--- config.mk ---
export PLATFORM = sky130hd
export DESIGN_NAME = nonoverlap_pattern_occurrence_counter
export DESIGN_NICKNAME = d
export VERILOG_FILES = /design/src/rtl/core/npoc_pkg.sv /design/src/rtl/core/npoc_cell.sv /design/src/rtl/core/nonoverlap_pattern_occurrence_counter.sv
export SDC_FILE = /design/constraint.sdc
export NUM_CORES = 1
export LEC_CHECK = 0
export ABC_CLOCK_PERIOD_IN_PS = 4400
export BUFFER_PORTS_ARGS = -buffer_cell sky130_fd_sc_hd__buf_2
export CAP_MARGIN = 5
export CORE_MARGIN = 2
export CORE_UTILIZATION = 40
export DETAILED_ROUTE_END_ITERATION = 10
export GPL_ROUTABILITY_DRIVEN = 0
export PLACE_DENSITY = 0.63
export SYNTH_ARGS = -nofsm -noshare
export SYNTH_HDL_FRONTEND = slang
export SYNTH_SLANG_ARGS = --single-unit
--- constraint.sdc ---
create_clock -name clk -period 4.4 [get_ports clk]
set_input_delay 0.22 -clock clk [delete_from_list [all_inputs] [get_ports clk]]
set_output_delay 0.22 -clock clk [all_outputs]
set_load 0.05 [all_outputs]
--- src/rtl/core/npoc_pkg.sv ---
// ----------------------------------------------------------------------------
// Non-overlapping pattern occurrence counter package
// Shared widths, register indexes and the control bundle that is broadcast
// to every cell of the counting chain.
// ----------------------------------------------------------------------------
package npoc_pkg;

    // Default number of pattern positions (cells in the chain).
    localparam int MAX_PATTERN_DEF = 8;

    // Field widths.
    localparam int SYM_W     = 8;
    localparam int PSYM_W    = 64;
    localparam int PLEN_W    = 4;
    localparam int COUNT_W   = 17;
    localparam int TOTAL_W   = 32;
    localparam int CFG_IDX_W = 1;
    localparam int CFG_W     = 64;

    // Number of pattern symbols held by the pattern register.
    localparam int PSYM_SLOTS = PSYM_W / SYM_W;

    // Saturation limits.
    localparam logic [COUNT_W-1:0] COUNT_MAX = {COUNT_W{1'b1}};
    localparam logic [TOTAL_W-1:0] TOTAL_MAX = {TOTAL_W{1'b1}};

    // Shortest pattern the block works with.
    localparam int MIN_LENGTH = 2;

    // Configuration register indexes.
    localparam logic [CFG_IDX_W-1:0] CFG_PATTERN_SYMBOLS = 1'b0;
    localparam logic [CFG_IDX_W-1:0] CFG_PATTERN_LENGTH  = 1'b1;

    // Per-transaction control broadcast along the chain.
    typedef struct packed {
        logic             step;
        logic             start;
        logic [SYM_W-1:0] symbol;
    } cell_ctrl_t;

endpackage

--- src/rtl/core/npoc_cell.sv ---
// ----------------------------------------------------------------------------
// Pattern position cell
// Holds the count of one pattern position. The count flows up the chain to
// the next position, and a claim flag flows down so that only the highest
// qualifying position increments.
// ----------------------------------------------------------------------------
module npoc_cell
    import npoc_pkg::*;
(
    input  logic               clk,
    input  logic               rst_n,
    input  cell_ctrl_t         ctrl,
    input  logic [SYM_W-1:0]   pat_sym,
    input  logic               active,
    input  logic               is_last,
    input  logic [COUNT_W-1:0] prev_count,
    input  logic               claim_in,
    output logic [COUNT_W-1:0] count_out,
    output logic               claim_out,
    output logic               inc,
    output logic               hit_last
);

    logic [COUNT_W-1:0] count_reg;
    logic [COUNT_W-1:0] count_next;
    logic [COUNT_W-1:0] count_eff;
    logic               qualify;

    // A sequence start clears the count before the symbol is handled.
    assign count_eff = ctrl.start ? '0 : count_reg;

    // The position qualifies when its symbol matches and it lags its predecessor.
    assign qualify   = active && (ctrl.symbol == pat_sym) && (count_eff < prev_count);
    assign inc       = qualify && !claim_in;
    assign claim_out = claim_in || qualify;
    assign hit_last  = inc && is_last;
    assign count_out = count_eff;

    assign count_next = inc ? count_eff + COUNT_W'(1) : count_eff;

    // Count register, updated once per accepted transaction.
    always_ff @(posedge clk or negedge rst_n)
    begin
        if (!rst_n)
        begin
            count_reg <= '0;
        end
        else if (ctrl.step)
        begin
            count_reg <= count_next;
        end
    end

endmodule

--- src/rtl/core/nonoverlap_pattern_occurrence_counter.sv ---
// ----------------------------------------------------------------------------
// Non-overlapping pattern occurrence counter
// A result is registered into the output register, or into the skid entry while the output is stalled.
// Throughput: one symbol per cycle while in_ready is high; the whole cell chain updates together.
// A two-entry output buffer lets input keep flowing while one result waits.
// Reset clears all position counts, the running total and the output buffer,
// and loads the pattern symbols with zero and the pattern length with two.
// ----------------------------------------------------------------------------
module nonoverlap_pattern_occurrence_counter
    import npoc_pkg::*;
#(
    parameter int MAX_PATTERN = MAX_PATTERN_DEF
)
(
    input  logic                 clk,
    input  logic                 rst_n,
    input  logic                 cfg_write,
    input  logic [CFG_IDX_W-1:0] cfg_index,
    input  logic [CFG_W-1:0]     cfg_data,
    input  logic                 in_valid,
    output logic                 in_ready,
    input  logic [SYM_W-1:0]     symbol,
    input  logic                 sequence_start,
    input  logic                 clear_total,
    output logic                 out_valid,
    input  logic                 out_ready,
    output logic                 occurrence_done,
    output logic [TOTAL_W-1:0]   occurrence_total
);

    localparam int LEN_W = ($clog2(MAX_PATTERN + 1) > PLEN_W) ?
                           $clog2(MAX_PATTERN + 1) : PLEN_W;

    logic [PSYM_W-1:0]  pattern_symbols_reg;
    logic [PLEN_W-1:0]  pattern_length_reg;
    logic [LEN_W-1:0]   len_raw;
    logic [LEN_W-1:0]   len_eff;

    cell_ctrl_t         ctrl;
    logic               in_fire;

    logic [COUNT_W-1:0] count_chain [MAX_PATTERN+1];
    logic [MAX_PATTERN:0] claim_chain;
    logic [MAX_PATTERN-1:0] inc_vec;
    logic [MAX_PATTERN-1:0] hit_vec;

    logic               done;
    logic [TOTAL_W-1:0] total_reg;
    logic [TOTAL_W-1:0] total_next;
    logic [TOTAL_W-1:0] total_eff;

    logic               out_valid_reg;
    logic               out_valid_next;
    logic               out_done_reg;
    logic               out_done_next;
    logic [TOTAL_W-1:0] out_total_reg;
    logic [TOTAL_W-1:0] out_total_next;
    logic               skid_valid_reg;
    logic               skid_valid_next;
    logic               skid_done_reg;
    logic               skid_done_next;
    logic [TOTAL_W-1:0] skid_total_reg;
    logic [TOTAL_W-1:0] skid_total_next;

    // Configuration registers.
    always_ff @(posedge clk or negedge rst_n)
    begin
        if (!rst_n)
        begin
            pattern_symbols_reg <= '0;
            pattern_length_reg  <= PLEN_W'(MIN_LENGTH);
        end
        else if (cfg_write)
        begin
            case (cfg_index)
                CFG_PATTERN_SYMBOLS: pattern_symbols_reg <= cfg_data;
                CFG_PATTERN_LENGTH:  pattern_length_reg  <= cfg_data[PLEN_W-1:0];
                default: ;
            endcase
        end
    end

    // Clamp the pattern length into the supported range.
    assign len_raw = LEN_W'(pattern_length_reg);
    always_comb
    begin
        if (len_raw < LEN_W'(MIN_LENGTH))
        begin
            len_eff = LEN_W'(MIN_LENGTH);
        end
        else if (len_raw > LEN_W'(MAX_PATTERN))
        begin
            len_eff = LEN_W'(MAX_PATTERN);
        end
        else
        begin
            len_eff = len_raw;
        end
    end

    // Input handshake; the buffer only refuses input when both entries are full.
    assign in_ready = !skid_valid_reg;
    assign in_fire  = in_valid && in_ready;

    assign ctrl.step   = in_fire;
    assign ctrl.start  = sequence_start;
    assign ctrl.symbol = symbol;

    // The first cell compares against the saturation limit, so it saturates.
    assign count_chain[0]           = COUNT_MAX;
    assign claim_chain[MAX_PATTERN] = 1'b0;

    // Chain of position cells.
    for (genvar m = 0; m < MAX_PATTERN; m++)
    begin : g_cell
        logic [SYM_W-1:0] pat_sym;
        logic             active;
        logic             is_last;

        if (m < PSYM_SLOTS)
        begin : g_sym
            assign pat_sym = pattern_symbols_reg[SYM_W*m +: SYM_W];
        end
        else
        begin : g_zero
            assign pat_sym = '0;
        end

        if (m == 0)
        begin : g_first
            assign active  = 1'b1;
            assign is_last = 1'b0;
        end
        else
        begin : g_rest
            assign active  = LEN_W'(m) < len_eff;
            assign is_last = LEN_W'(m) == (len_eff - LEN_W'(1));
        end

        npoc_cell u_cell (
            .clk        (clk),
            .rst_n      (rst_n),
            .ctrl       (ctrl),
            .pat_sym    (pat_sym),
            .active     (active),
            .is_last    (is_last),
            .prev_count (count_chain[m]),
            .claim_in   (claim_chain[m+1]),
            .count_out  (count_chain[m+1]),
            .claim_out  (claim_chain[m]),
            .inc        (inc_vec[m]),
            .hit_last   (hit_vec[m])
        );
    end

    // Running total with saturation.
    assign done       = |hit_vec;
    assign total_eff  = clear_total ? '0 : total_reg;
    assign total_next = (done && (total_eff != TOTAL_MAX)) ? total_eff + TOTAL_W'(1)
                                                           : total_eff;

    always_ff @(posedge clk or negedge rst_n)
    begin
        if (!rst_n)
        begin
            total_reg <= '0;
        end
        else if (in_fire)
        begin
            total_reg <= total_next;
        end
    end

    // Output register with a skid entry behind it.
    always_comb
    begin
        out_valid_next  = out_valid_reg;
        out_done_next   = out_done_reg;
        out_total_next  = out_total_reg;
        skid_valid_next = skid_valid_reg;
        skid_done_next  = skid_done_reg;
        skid_total_next = skid_total_reg;

        if (!out_valid_reg || out_ready)
        begin
            if (skid_valid_reg)
            begin
                out_valid_next  = 1'b1;
                out_done_next   = skid_done_reg;
                out_total_next  = skid_total_reg;
                skid_valid_next = 1'b0;
            end
            else if (in_fire)
            begin
                out_valid_next = 1'b1;
                out_done_next  = done;
                out_total_next = total_next;
            end
            else
            begin
                out_valid_next = 1'b0;
            end
        end
        else if (in_fire)
        begin
            skid_valid_next = 1'b1;
            skid_done_next  = done;
            skid_total_next = total_next;
        end
    end

    always_ff @(posedge clk or negedge rst_n)
    begin
        if (!rst_n)
        begin
            out_valid_reg  <= 1'b0;
            skid_valid_reg <= 1'b0;
        end
        else
        begin
            out_valid_reg  <= out_valid_next;
            skid_valid_reg <= skid_valid_next;
        end
    end

    always_ff @(posedge clk)
    begin
        out_done_reg   <= out_done_next;
        out_total_reg  <= out_total_next;
        skid_done_reg  <= skid_done_next;
        skid_total_reg <= skid_total_next;
    end

    assign out_valid        = out_valid_reg;
    assign occurrence_done  = out_done_reg;
    assign occurrence_total = out_total_reg;

    // At most one position increments per symbol.
    a_one_increment: assert property (@(posedge clk) disable iff (!rst_n)
        $onehot0(inc_vec))
        else $error("more than one position incremented");

    // The claim leaving the bottom of the chain matches any increment.
    a_claim_matches: assert property (@(posedge clk) disable iff (!rst_n)
        claim_chain[0] == (|inc_vec))
        else $error("claim chain disagrees with increments");

    // The skid entry is only used behind a full output register.
    a_skid_order: assert property (@(posedge clk) disable iff (!rst_n)
        skid_valid_reg |-> out_valid_reg)
        else $error("skid entry valid while output register empty");

    // A completed occurrence always leaves a nonzero total.
    a_done_total: assert property (@(posedge clk) disable iff (!rst_n)
        (out_valid && occurrence_done) |-> (occurrence_total != '0))
        else $error("occurrence reported with zero total");

endmodule

* Word level (Yosys, flattened, before mapping)
Cells that the tools add are included.
** Storage, ports and cells
- Register bits after elaboration :: 304
- Input port bits :: 80
- Logic and storage cells :: 144
** Operators by class
- Bitwise operators :: 2
- Add/subtract/negate cells :: 10
- Reduce and logical (&&, ||, !) cells :: 54
- Equality and inequality tests :: 16
- Muxes and demuxes :: 28
- Magnitude comparators :: 17
** Operators with widths (number)
- $mux W17 :: 16
- $add A17 B1 Y17 const B :: 8
- $mux W32 :: 4
- $lt A17 B17 Y1 :: 7
- $eq A8 B8 Y1 :: 8
- $add A32 B1 Y32 const B :: 1
- $ne A32 B32 Y1 const B :: 1
- $logic_and A1 B1 Y1 :: 31
- $lt A17 B17 Y1 const B :: 1
- $eq A3 B4 Y1 const A :: 4
- $lt A3 B4 Y1 const A :: 4
- $logic_not A1 Y1 :: 9
- $eq A2 B4 Y1 const A :: 2
- $lt A2 B4 Y1 const A :: 2
- $mux W4 :: 2
- $reduce_and A2 Y1 :: 4
- $logic_or A1 B1 Y1 :: 7
- $reduce_or A7 Y1 :: 1
- $mux W1 :: 6
- $eq A1 B4 Y1 const A :: 1
- $gt A4 B4 Y1 const B :: 1
- $lt A1 B4 Y1 const A :: 1
- $lt A4 B2 Y1 const B :: 1
- $reduce_bool A2 Y1 :: 2
- 2 further kinds :: 3

* Logic depth before layout (Yosys ltp)
Gate-level depths: netlist of the first run.
- Word-level depth :: 19
- Depth in mapped cells :: 22
- Mapped depth without buffers :: 14

* Modules after synthesis
Synthesis of the first run repeated with hierarchy kept, for this count alone.
** Unflattened totals
- Cell total of the unflattened synthesis :: 2349
- Area, all modules :: 21471.8 µm²
** By module, submodules not included
- npoc_cell (g_cell[0].u_cell ...) :: times used 7, area each 1692.9 µm², sequential area each 425.4 µm², cells each 212
- nonoverlap_pattern_occurrence_counter :: times used 1, area each 7778.7 µm², sequential area each 4535.6 µm², cells each 626
- npoc_cell (g_cell[2].u_cell) :: times used 1, area each 1843.0 µm², sequential area each 425.4 µm², cells each 239

* Worst setup path before layout of the first run
No wires, ideal clock.
- Path type :: input port to flip-flop
- From :: input sequence_start
- To :: register out_total_reg[1] (netlist: occurrence_total[1]), data pin
- Setup slack :: -0.243 ns
- Arrival :: 4.384 ns
- Setup time :: 0.260 ns
- Stages :: 20
- Data required time :: 4.140 ns
- Cells stage by stage :: buf_6 inv_1 clkbuf_1 buf_1 clkbuf_1 clkbuf_1 clkbuf_1 nand2_1 ha_1 nand2_1 nor4_1 a211oi_2 o21ai_1 a221oi_2 nor4_4 inv_2 buf_6 nand2_2 mux2_2 mux2_2
** Between the ends
- Longest elaborated chain between the ends :: 16
- Elaborated cells on any way between the ends :: 51
- Classes of those cells :: order compare: 7; mux: 11; reduce/logical: 33
** RTL lines
- from (decl) :: RTL line nonoverlap_pattern_occurrence_counter.sv:23 : input logic sequence_start,
- $mux W17 :: RTL line npoc_cell.sv:30 : assign count_eff = ctrl.start ? '0 : count_reg;
- $lt A17 B17 Y1 :: RTL line npoc_cell.sv:33 : assign qualify = active && (ctrl.symbol == pat_sym) && (count_eff < prev_count);
- $logic_and A1 B1 Y1 :: RTL line npoc_cell.sv:33
- $logic_or A1 B1 Y1 (5 in series) :: RTL line npoc_cell.sv:35 : assign claim_out = claim_in || qualify;
- $logic_not A1 Y1 :: RTL line npoc_cell.sv:34 : assign inc = qualify && !claim_in;
- $logic_and A1 B1 Y1 :: RTL line npoc_cell.sv:34
- $logic_and A1 B1 Y1 :: RTL line npoc_cell.sv:36 : assign hit_last = inc && is_last;
- $reduce_or A7 Y1 * :: RTL line nonoverlap_pattern_occurrence_counter.sv:157 : assign done = |hit_vec;
- $logic_and A1 B1 Y1 * :: RTL line nonoverlap_pattern_occurrence_counter.sv:159 : assign total_next = (done && (total_eff != TOTAL_MAX)) ? total_eff + TOTAL_W'(1)
- $mux W32 * :: RTL line nonoverlap_pattern_occurrence_counter.sv:159
- named net total_next[1] :: RTL line nonoverlap_pattern_occurrence_counter.sv:49 : logic [TOTAL_W-1:0] total_next;
- $mux W32 * :: RTL line nonoverlap_pattern_occurrence_counter.sv:193 : else if (in_fire)
- $mux W32 * :: RTL line nonoverlap_pattern_occurrence_counter.sv:186 : if (skid_valid_reg)
- to (signal assigned) :: RTL line nonoverlap_pattern_occurrence_counter.sv:229 : out_total_reg <= out_total_next;
- to (decl) :: RTL line nonoverlap_pattern_occurrence_counter.sv:56 : logic [TOTAL_W-1:0] out_total_reg;
The timed path passes the listed nets; every way through them passes the cells marked *. The select of a mux whose other input is x is not followed.
A chain may end at the register's enable or synchronous reset.

* Worst setup path after layout of the first run
- From :: register g_cell[1].u_cell.count_reg[1]
- To :: register out_total_reg[1] (netlist: occurrence_total[1]), data pin
** Between the ends
- Longest elaborated chain between the ends :: 12
- Elaborated cells on any way between the ends :: 16
- Classes of those cells :: order compare: 2; mux: 4; reduce/logical: 10
** RTL lines
- from (decl) :: RTL line npoc_cell.sv:24 : logic [COUNT_W-1:0] count_reg;
- from (signal assigned) :: RTL line npoc_cell.sv:50 : count_reg <= count_next;
- $mux W17 * :: RTL line npoc_cell.sv:30
- $lt A17 B17 Y1 :: RTL line npoc_cell.sv:33
- $logic_and A1 B1 Y1 :: RTL line npoc_cell.sv:33
- $logic_or A1 B1 Y1 :: RTL line npoc_cell.sv:35
- $logic_not A1 Y1 :: RTL line npoc_cell.sv:34
- $logic_and A1 B1 Y1 :: RTL line npoc_cell.sv:34
- $logic_and A1 B1 Y1 :: RTL line npoc_cell.sv:36
- $reduce_or A7 Y1 * :: RTL line nonoverlap_pattern_occurrence_counter.sv:157
- $logic_and A1 B1 Y1 * :: RTL line nonoverlap_pattern_occurrence_counter.sv:159
- $mux W32 * :: RTL line nonoverlap_pattern_occurrence_counter.sv:159
- named net total_next[1] :: RTL line nonoverlap_pattern_occurrence_counter.sv:49
- $mux W32 * :: RTL line nonoverlap_pattern_occurrence_counter.sv:193
- $mux W32 * :: RTL line nonoverlap_pattern_occurrence_counter.sv:186
Marked as above.

==> results of run 1 <==
==> per-stage QoR <==
stage / instance area, sq um / setup TNS, ns / worst slack, ns / std cells
after global routing: 22300 / 0 / 0.217 / 2793
after detailed placement: 20400 / -0.0154 / -0.0151 / 2663
after global placement: 20400 / -0.0165 / -0.0165 / 2663
after CTS: 22300 / 0 / 0.350 / 2793
final: 22300 / 0 / 0.352 / 2793
after floorplan: 19000 / 0 / 0.0606 / 1988
==> layout make-up <==
type | count | share of cell area
tap | 607 | 0.0341
multi-input combinational | 1490 | 0.465
sequential | 304 | 0.356
clock inverter | 15 | 0.00652
timing repair buffer | 218 | 0.0720
clock buffer | 48 | 0.0471
inverter | 111 | 0.0187
==> layout by cell type (no fill, tap or decap), types with 15 or more instances in the layout <==
cell type      instances
o21ai_0               51
a21oi_1               52
and3_1                32
xor2_1                63
dlygate4sd3_1         67
nand4_1               68
nor3_1                61
nand2b_1              15
ha_1                 117
clkbuf_16             38
nand2_1              326
edfxtp_1              66
mux2_2                94
buf_4                 31
nor2b_1               61
buf_2                113
nor2_1                91
mux2i_1               17
nor4_1                20
inv_1                108
nand3_1               70
xnor2_1              141
dfrtp_1              237
==> worst reg2reg max path, stage by stage (launching register included) <==
cell      delay [ns]
dfrtp_1         0.42
nand2_1         0.14
inv_1           0.08
ha_1            0.27
o21ai_0         0.08
o211ai_1        0.24
a221oi_2        0.10
o311ai_1        0.72
a221oi_2        0.20
nor4_4          0.48
inv_2           0.28
nand2_2         0.16
mux2_2          0.36
mux2_2          0.28
==> power by group through the flow <==
stage / logic (W) / clock network [W] / registers [W]
CTS: 0.000757 / 0.00313 / 0.00313
global route: 0.000820 / 0.00326 / 0.00315
finish: 0.000756 / 0.00306 / 0.00313
floorplan: 0.000402 / 0 / 0.00324
detailed placement: 0.000708 / 0 / 0.00318
global placement: 0.000693 / 0 / 0.00318
==> per-layer routing <==
layer,part of all wire,GRT usage,wire (um)
met2,0.48,0.338,23200
met3,0.044,0.0283,2130
met5,0,0,0
met1,0.46,0.265,22200
met4,0.022,0.0643,1090
==> what timing repair did <==
item | CTS | global route
hold buffers | 67 | 0
endpoints found under the hold margin | 180 | 0
setup buffers | 0 | 0
==> cells by family after synthesis <==
group,after synthesis
mux,111
fa+ha+maj,117
flops,304
compound gates,211
simple gates,847
buf+inv,194
xor+xnor,204
==> worst paths after layout <==
kind / start / to / slack (ns) / cells after the start
hold reg to reg: total_reg[19]$_DFFE_PN0P_ / total_reg[19]$_DFFE_PN0P_ / 0.51 / 2
hold / removal: cfg_write / len_raw[2]$_DFFE_PN0P_ / 0.14 / 3
min in group asynchronous: rst_n / g_cell[1].u_cell.count_reg[15]$_DFFE_PN0P_ / 0.34 / 2
setup / recovery: g_cell[1].u_cell.count_reg[1]$_DFFE_PN0P_ / occurrence_total[1]$_DFFE_PP_ / 0.35 / 13
setup reg to reg: g_cell[1].u_cell.count_reg[1]$_DFFE_PN0P_ / occurrence_total[1]$_DFFE_PP_ / 0.35 / 13
max in group asynchronous: rst_n / total_reg[26]$_DFFE_PN0P_ / 2.89 / 3
==> metrics.md, run 1 <==
| Metric | Value |
|---|---|
| Ys async rst share | `0.783` |
| DRT iter0 DRCs | `941` |
| Global route overflow | `0` |
| Main combinational cell family by area after synthesis | `simple AND/OR/NAND/NOR gates` |
| CTS Sinks | `304` |
| # rows | `79` |
| Clock Pin Slew Worst Setup and Hold Paths | `0.06 ns` |
| CP Capture Type | `flop` |
| Synth area leader | `dfrtp_1` |
| NetSw | `0.00181 W` |
| Run status | `complete, no violations` |
| Largest cells by area after synthesis | `dfrtp_1 (31%), edfxtp_1 (10%), ha_1 (7.7%), xnor2_1 (6.5%), nand2_1 (6.5%)` |
| Cells after synthesis | `1988` |
| EDFF count, synth | `66` |
| Diodes inserted | `0` |
| Area of the multi-input gates | `10400 sq um` |
| Clk Latency, worst-skew pair | `0.56 ns` |
| IO Port Bufs | `114` |
| Via Count | `15200` |
| Sequential Power Share | `0.451` |
| Fmax | `0.247 GHz` |
| Hold Vio Cnt, Final | `0` |
| Routed len/inst | `17.4 um` |
| Worst slew pin tran | `1.08 ns` |
| Core area | `46800 sq um` |
| Slew headroom | `0.279` |
| Die W | `222 um` |
| Yosys warnings | `0` |
| I/O pins | `115` |
| Vias/cell | `5.44` |
| VDD IR max | `260 uV` |
| Crit path kind | `flop to flop` |
| Synth cell types | `88` |
| Unrepaired setup endpoints after global routing | `false` |
| CTS tree | `built` |
| Switching share of total power | `0.261` |
| Register bit total from synthesis | `304` |
| Mux contribution to synthesized area | `0.0645` |
| Slowest CP cell | `o311ai_1` |
| Clock network fraction of total power | `0.441` |
| CTS Buffer Depth | `3` |
| Minimum clock period | `4.05 ns` |
| Drt total wl | `48.6 mm` |
| Number of global-route vias before repair | `15800` |
| Fin. max-slew vios | `0` |
| Initial antenna violation count | `0` |
| Area delta synth->final | `17.0%` |
| CTS Buf Count | `36` |
| Crit-path cells | `nand2_1, inv_1, ha_1, o21ai_0, o211ai_1, a221oi_2, o311ai_1, a221oi_2, nor4_4, inv_2, nand2_2, mux2_2, mux2_2` |
| Critical Path Fanout Max | `17` |
| Critical path arrival | `4.35 ns` |
| Fin crit share | `0.920` |
| Leak | `9.70 nW` |
| Clock skew | `0.0238 ns` |
| GRT Overall Usage | `0.200` |
| # H-tree levels | `2` |
| WP data required | `4.70 ns` |
| Cell Pwr Density | `312 nW/um^2` |
| Routed Antenna Nets | `0` |
| Share of cells above drive strength 1 | `0.165` |
| Worst Path Buf+Inv | `2` |
| Int Power | `0.00514 W` |
| Initial Util | `0.407` |
| Post-CTS Resized | `0` |
| Pin count of the biggest net entering global routing | `114` |
| Chip Height | `222 um` |
| Maxcap violations | `0` |
| Final net count | `2358` |
| Commonest cells in the netlist | `nand2_1 (328), dfrtp_1 (237), xnor2_1 (141), ha_1 (117), inv_1 (109)` |
| Post-Synth Simple-Gate Area | `0.231` |
| Delay-heaviest family, CP | `compound AO/OA/AOI/OAI gates` |
| Share of the synthesized area in the top cell type | `0.311` |
| Pwr Total | `0.00695 W` |
| Post-synthesis adder-cell area fraction | `0.0769` |
| DRC Markers | `0` |
| Syn Area/Cell | `9.58 sq um` |
| CP max stage delay | `0.72 ns` |
| Setup violations, final | `0` |
| CTS root buf | `clkbuf_16` |
| Critical Path Source Type | `flop` |
| Synth Cell Area | `19000 sq um` |
| Max FFs per register | `136` |
| DIE AREA | `49400 sq um` |
| Fillers | `4307` |
| Hold Crit Class | `input pin to flop` |
| FF+latch area | `7940 sq um` |
| Post-synthesis sequential area ratio | `0.417` |
| Final HPWL from detailed placement | `33.4 mm` |
| Synth Area in XOR/XNOR | `0.0938` |
| Compound-gate portion of the synthesized area | `0.0769` |
| Hold slack | `0.143 ns` |
| Top FF cell, synth | `dfrtp_1` |
| Most common cell in the synthesized netlist | `nand2_1` |
| Comb pwr share | `0.109` |
| First-pass GRT wire length | `81.2 mm` |
| Drt pass-1 iters | `5` |
| Post-synth net total | `2185` |
| Fin util | `0.476` |
Note: power is estimated with default switching activity, not from simulation.
==> run 2, diff against run 1 <==
--- a/config.mk
+++ b/config.mk
@@ -11,6 +11,6 @@
 export CORE_MARGIN = 2
-export CORE_UTILIZATION = 40
+export CORE_UTILIZATION = 39
 export DETAILED_ROUTE_END_ITERATION = 10
 export GPL_ROUTABILITY_DRIVEN = 0
-export PLACE_DENSITY = 0.63
+export PLACE_DENSITY = 0.62
 export SYNTH_ARGS = -nofsm -noshare
==> constraint.sdc (replaced) <==
create_clock -name clk -period 4.4 [get_ports clk]
set_input_delay 0.88 -clock clk [delete_from_list [all_inputs] [get_ports clk]]
set_output_delay 0.88 -clock clk [all_outputs]
set_load 0.05 [all_outputs]
==> metrics.md, run 2 (synthesized netlist as in run 1, its figures left out) <==
| Metric | Value |
|---|---|
| Run status | `complete, no violations` |
| Share of cells above drive strength 1 | `0.212` |
| Clk Latency, worst-skew pair | `0.56 ns` |
| Hold Vio Cnt, Final | `0` |
| Fin crit share | `0.887` |
| Clock skew | `0.0305 ns` |
| DRT iter0 DRCs | `1027` |
| Post-CTS Repair Setup Buffers | `0` |
| Final net count | `2401` |
| Placed insts | `2781` |
| Critical Path Fanout Max | `40` |
| First-pass GRT wire length | `79.0 mm` |
| Core area | `47900 sq um` |
| Hold Crit Class | `input pin to async pin` |
| Leak | `9.97 nW` |
| CTS Buffer Depth | `3` |
| CTS Sinks | `304` |
| Routed len/inst | `16.9 um` |
| Maxcap violations | `0` |
| WP data required | `4.70 ns` |
| Most frequent cells in the layout | `nand2_1 (326), dfrtp_1 (237), xnor2_1 (141)` |
| DRC Markers | `0` |
| # rows | `80` |
| Chip Height | `225 um` |
| CP Capture Type | `flop` |
| Setup slack, reg-to-reg | `0.85 ns` |
| Global route overflow | `0` |
| Post-CTS Resized | `0` |
| CTS tree | `built` |
| Drt pass-1 iters | `5` |
| Hold Buf Count CTS | `0` |
| Fmax | `0.256 GHz` |
| Routed Antenna Nets | `0` |
| Initial Util | `0.397` |
| Via Count | `15100` |
| Fin. max-slew vios | `0` |
| IO Port Bufs | `114` |
| Final HPWL from detailed placement | `34.5 mm` |
| Setup violations, final | `0` |
| Diodes inserted | `0` |
| Metal1 wirelength | `22.0 mm` |
| Unrepaired setup endpoints after global routing | `false` |
| Worst slew pin tran | `1.04 ns` |
| Number of global-route vias before repair | `15500` |
| Initial antenna violation count | `0` |
| Routed met3 length | `2.41 mm` |
| Commonest non-fill, non-tap cell in the layout | `nand2_1` |
| Max FFs per register | `136` |
| Hold slack | `0.330 ns` |
| Clock Pin Slew Worst Setup and Hold Paths | `0.06 ns` |
| DIE AREA | `50600 sq um` |
| Critical path arrival | `4.20 ns` |
| Highest Signal Layer | `met4` |
| Non-filler cells, final | `2844` |
| Fin worst setup slack | `0.496 ns` |
| VDD IR max | `275 uV` |
| Met2 routed wirelength | `22.2 mm` |
| CTS root buf | `clkbuf_16` |
| Crit path kind | `input pin to flop` |
| Minimum clock period | `3.90 ns` |
| CTS Buf Count | `36` |
| Vias/cell | `5.32` |
| Slew headroom | `0.308` |
| Area delta synth->final | `18.4%` |
| Cell Pwr Density | `311 nW/um^2` |
| Pin count of the biggest net entering global routing | `102` |
| I/O pins | `115` |
| Drt total wl | `48.0 mm` |
| GRT Overall Usage | `0.193` |
| # H-tree levels | `2` |
| Critical Path Source Type | `input pin` |
| Place WS | `-0.0208 ns` |
| Die W | `225 um` |
| Fillers | `4511` |
-- run 2: cell types whose count changed in the layout (fill, tap and decap cells not counted), moves of 2 or more --
cell	delta
dlygate4sd3_1	-67
nor4_1	-2
clkinvlp_4	+2
clkinv_2	-4
nor4_2	+2
buf_4	+108
buf_12	+2
clkbuf_1	+3
bufinv_16	+3
-- run 2: worst paths after layout --
path,from,endpoint,cells after the start
setup / recovery,sequence_start,occurrence_total[5]$_DFFE_PP_,16
setup reg to reg,g_cell[5].u_cell.count_reg[11]$_DFFE_PN0P_,occurrence_total[30]$_DFFE_PP_,14
hold / removal,rst_n,pattern_symbols_reg[13]$_DFFE_PN0P_,1
hold reg to reg,total_reg[21]$_DFFE_PN0P_,total_reg[21]$_DFFE_PN0P_,1
min in group clk,total_reg[21]$_DFFE_PN0P_,total_reg[21]$_DFFE_PN0P_,1
max in group asynchronous,rst_n,len_raw[1]$_DFFE_PN1P_,2
-- run 2: worst max-delay path: stages --
cell,delay [ns]
buf_2,0.13
inv_2,0.11
buf_12,0.21
nand2_1,0.13
ha_1,0.31
a211oi_1,0.25
o21bai_1,0.12
buf_4,0.14
a211oi_2,0.25
o211ai_1,0.19
a221oi_2,0.34
nor4_4,0.12
buf_4,0.19
nor4_2,0.38
xnor2_1,0.14
mux2_2,0.27
-- run 2: layout make-up --
cell class | count | area, sq um | share of cell area
clock buffer | 51 | 1050 | 0.0465
inverter | 111 | 417 | 0.0185
sequential | 304 | 7940 | 0.352
tap | 615 | 769 | 0.0341
multi-input combinational | 1490 | 10400 | 0.461
clock inverter | 12 | 193 | 0.00854
timing repair buffer | 261 | 1780 | 0.0791
-- run 2: per-stage QoR --
step / power (W) / util / area (sq um) / TNS (ns)
floorplan: 0.00365 / - / 19200 / 0
global placement: 0.00389 / 0.444 / 21300 / -0.0369
detailed placement: 0.00391 / 0.444 / 21300 / -0.0434
CTS: 0.00711 / 0.470 / 22600 / 0
global route: 0.00730 / 0.470 / 22600 / 0
finish: 0.00700 / 0.470 / 22600 / 0
-- run 2: power breakdown --
part | internal [W] | total (W) | switching [W] | leakage, nW
logic | 0.000282 | 0.000712 | 0.000431 | 5.60
registers | 0.00303 | 0.00313 | 0.000102 | 3.78
clock network | 0.00195 | 0.00316 | 0.00121 | 0.593
total | 0.00526 | 0.00700 | 0.00174 | 9.97
-- run 2: layer usage --
metal,GRT usage,up-vias
li1,-,7380
met1,0.257,7302
met2,0.320,373
met3,0.0295,76
met4,0.0690,0
met5,0,-
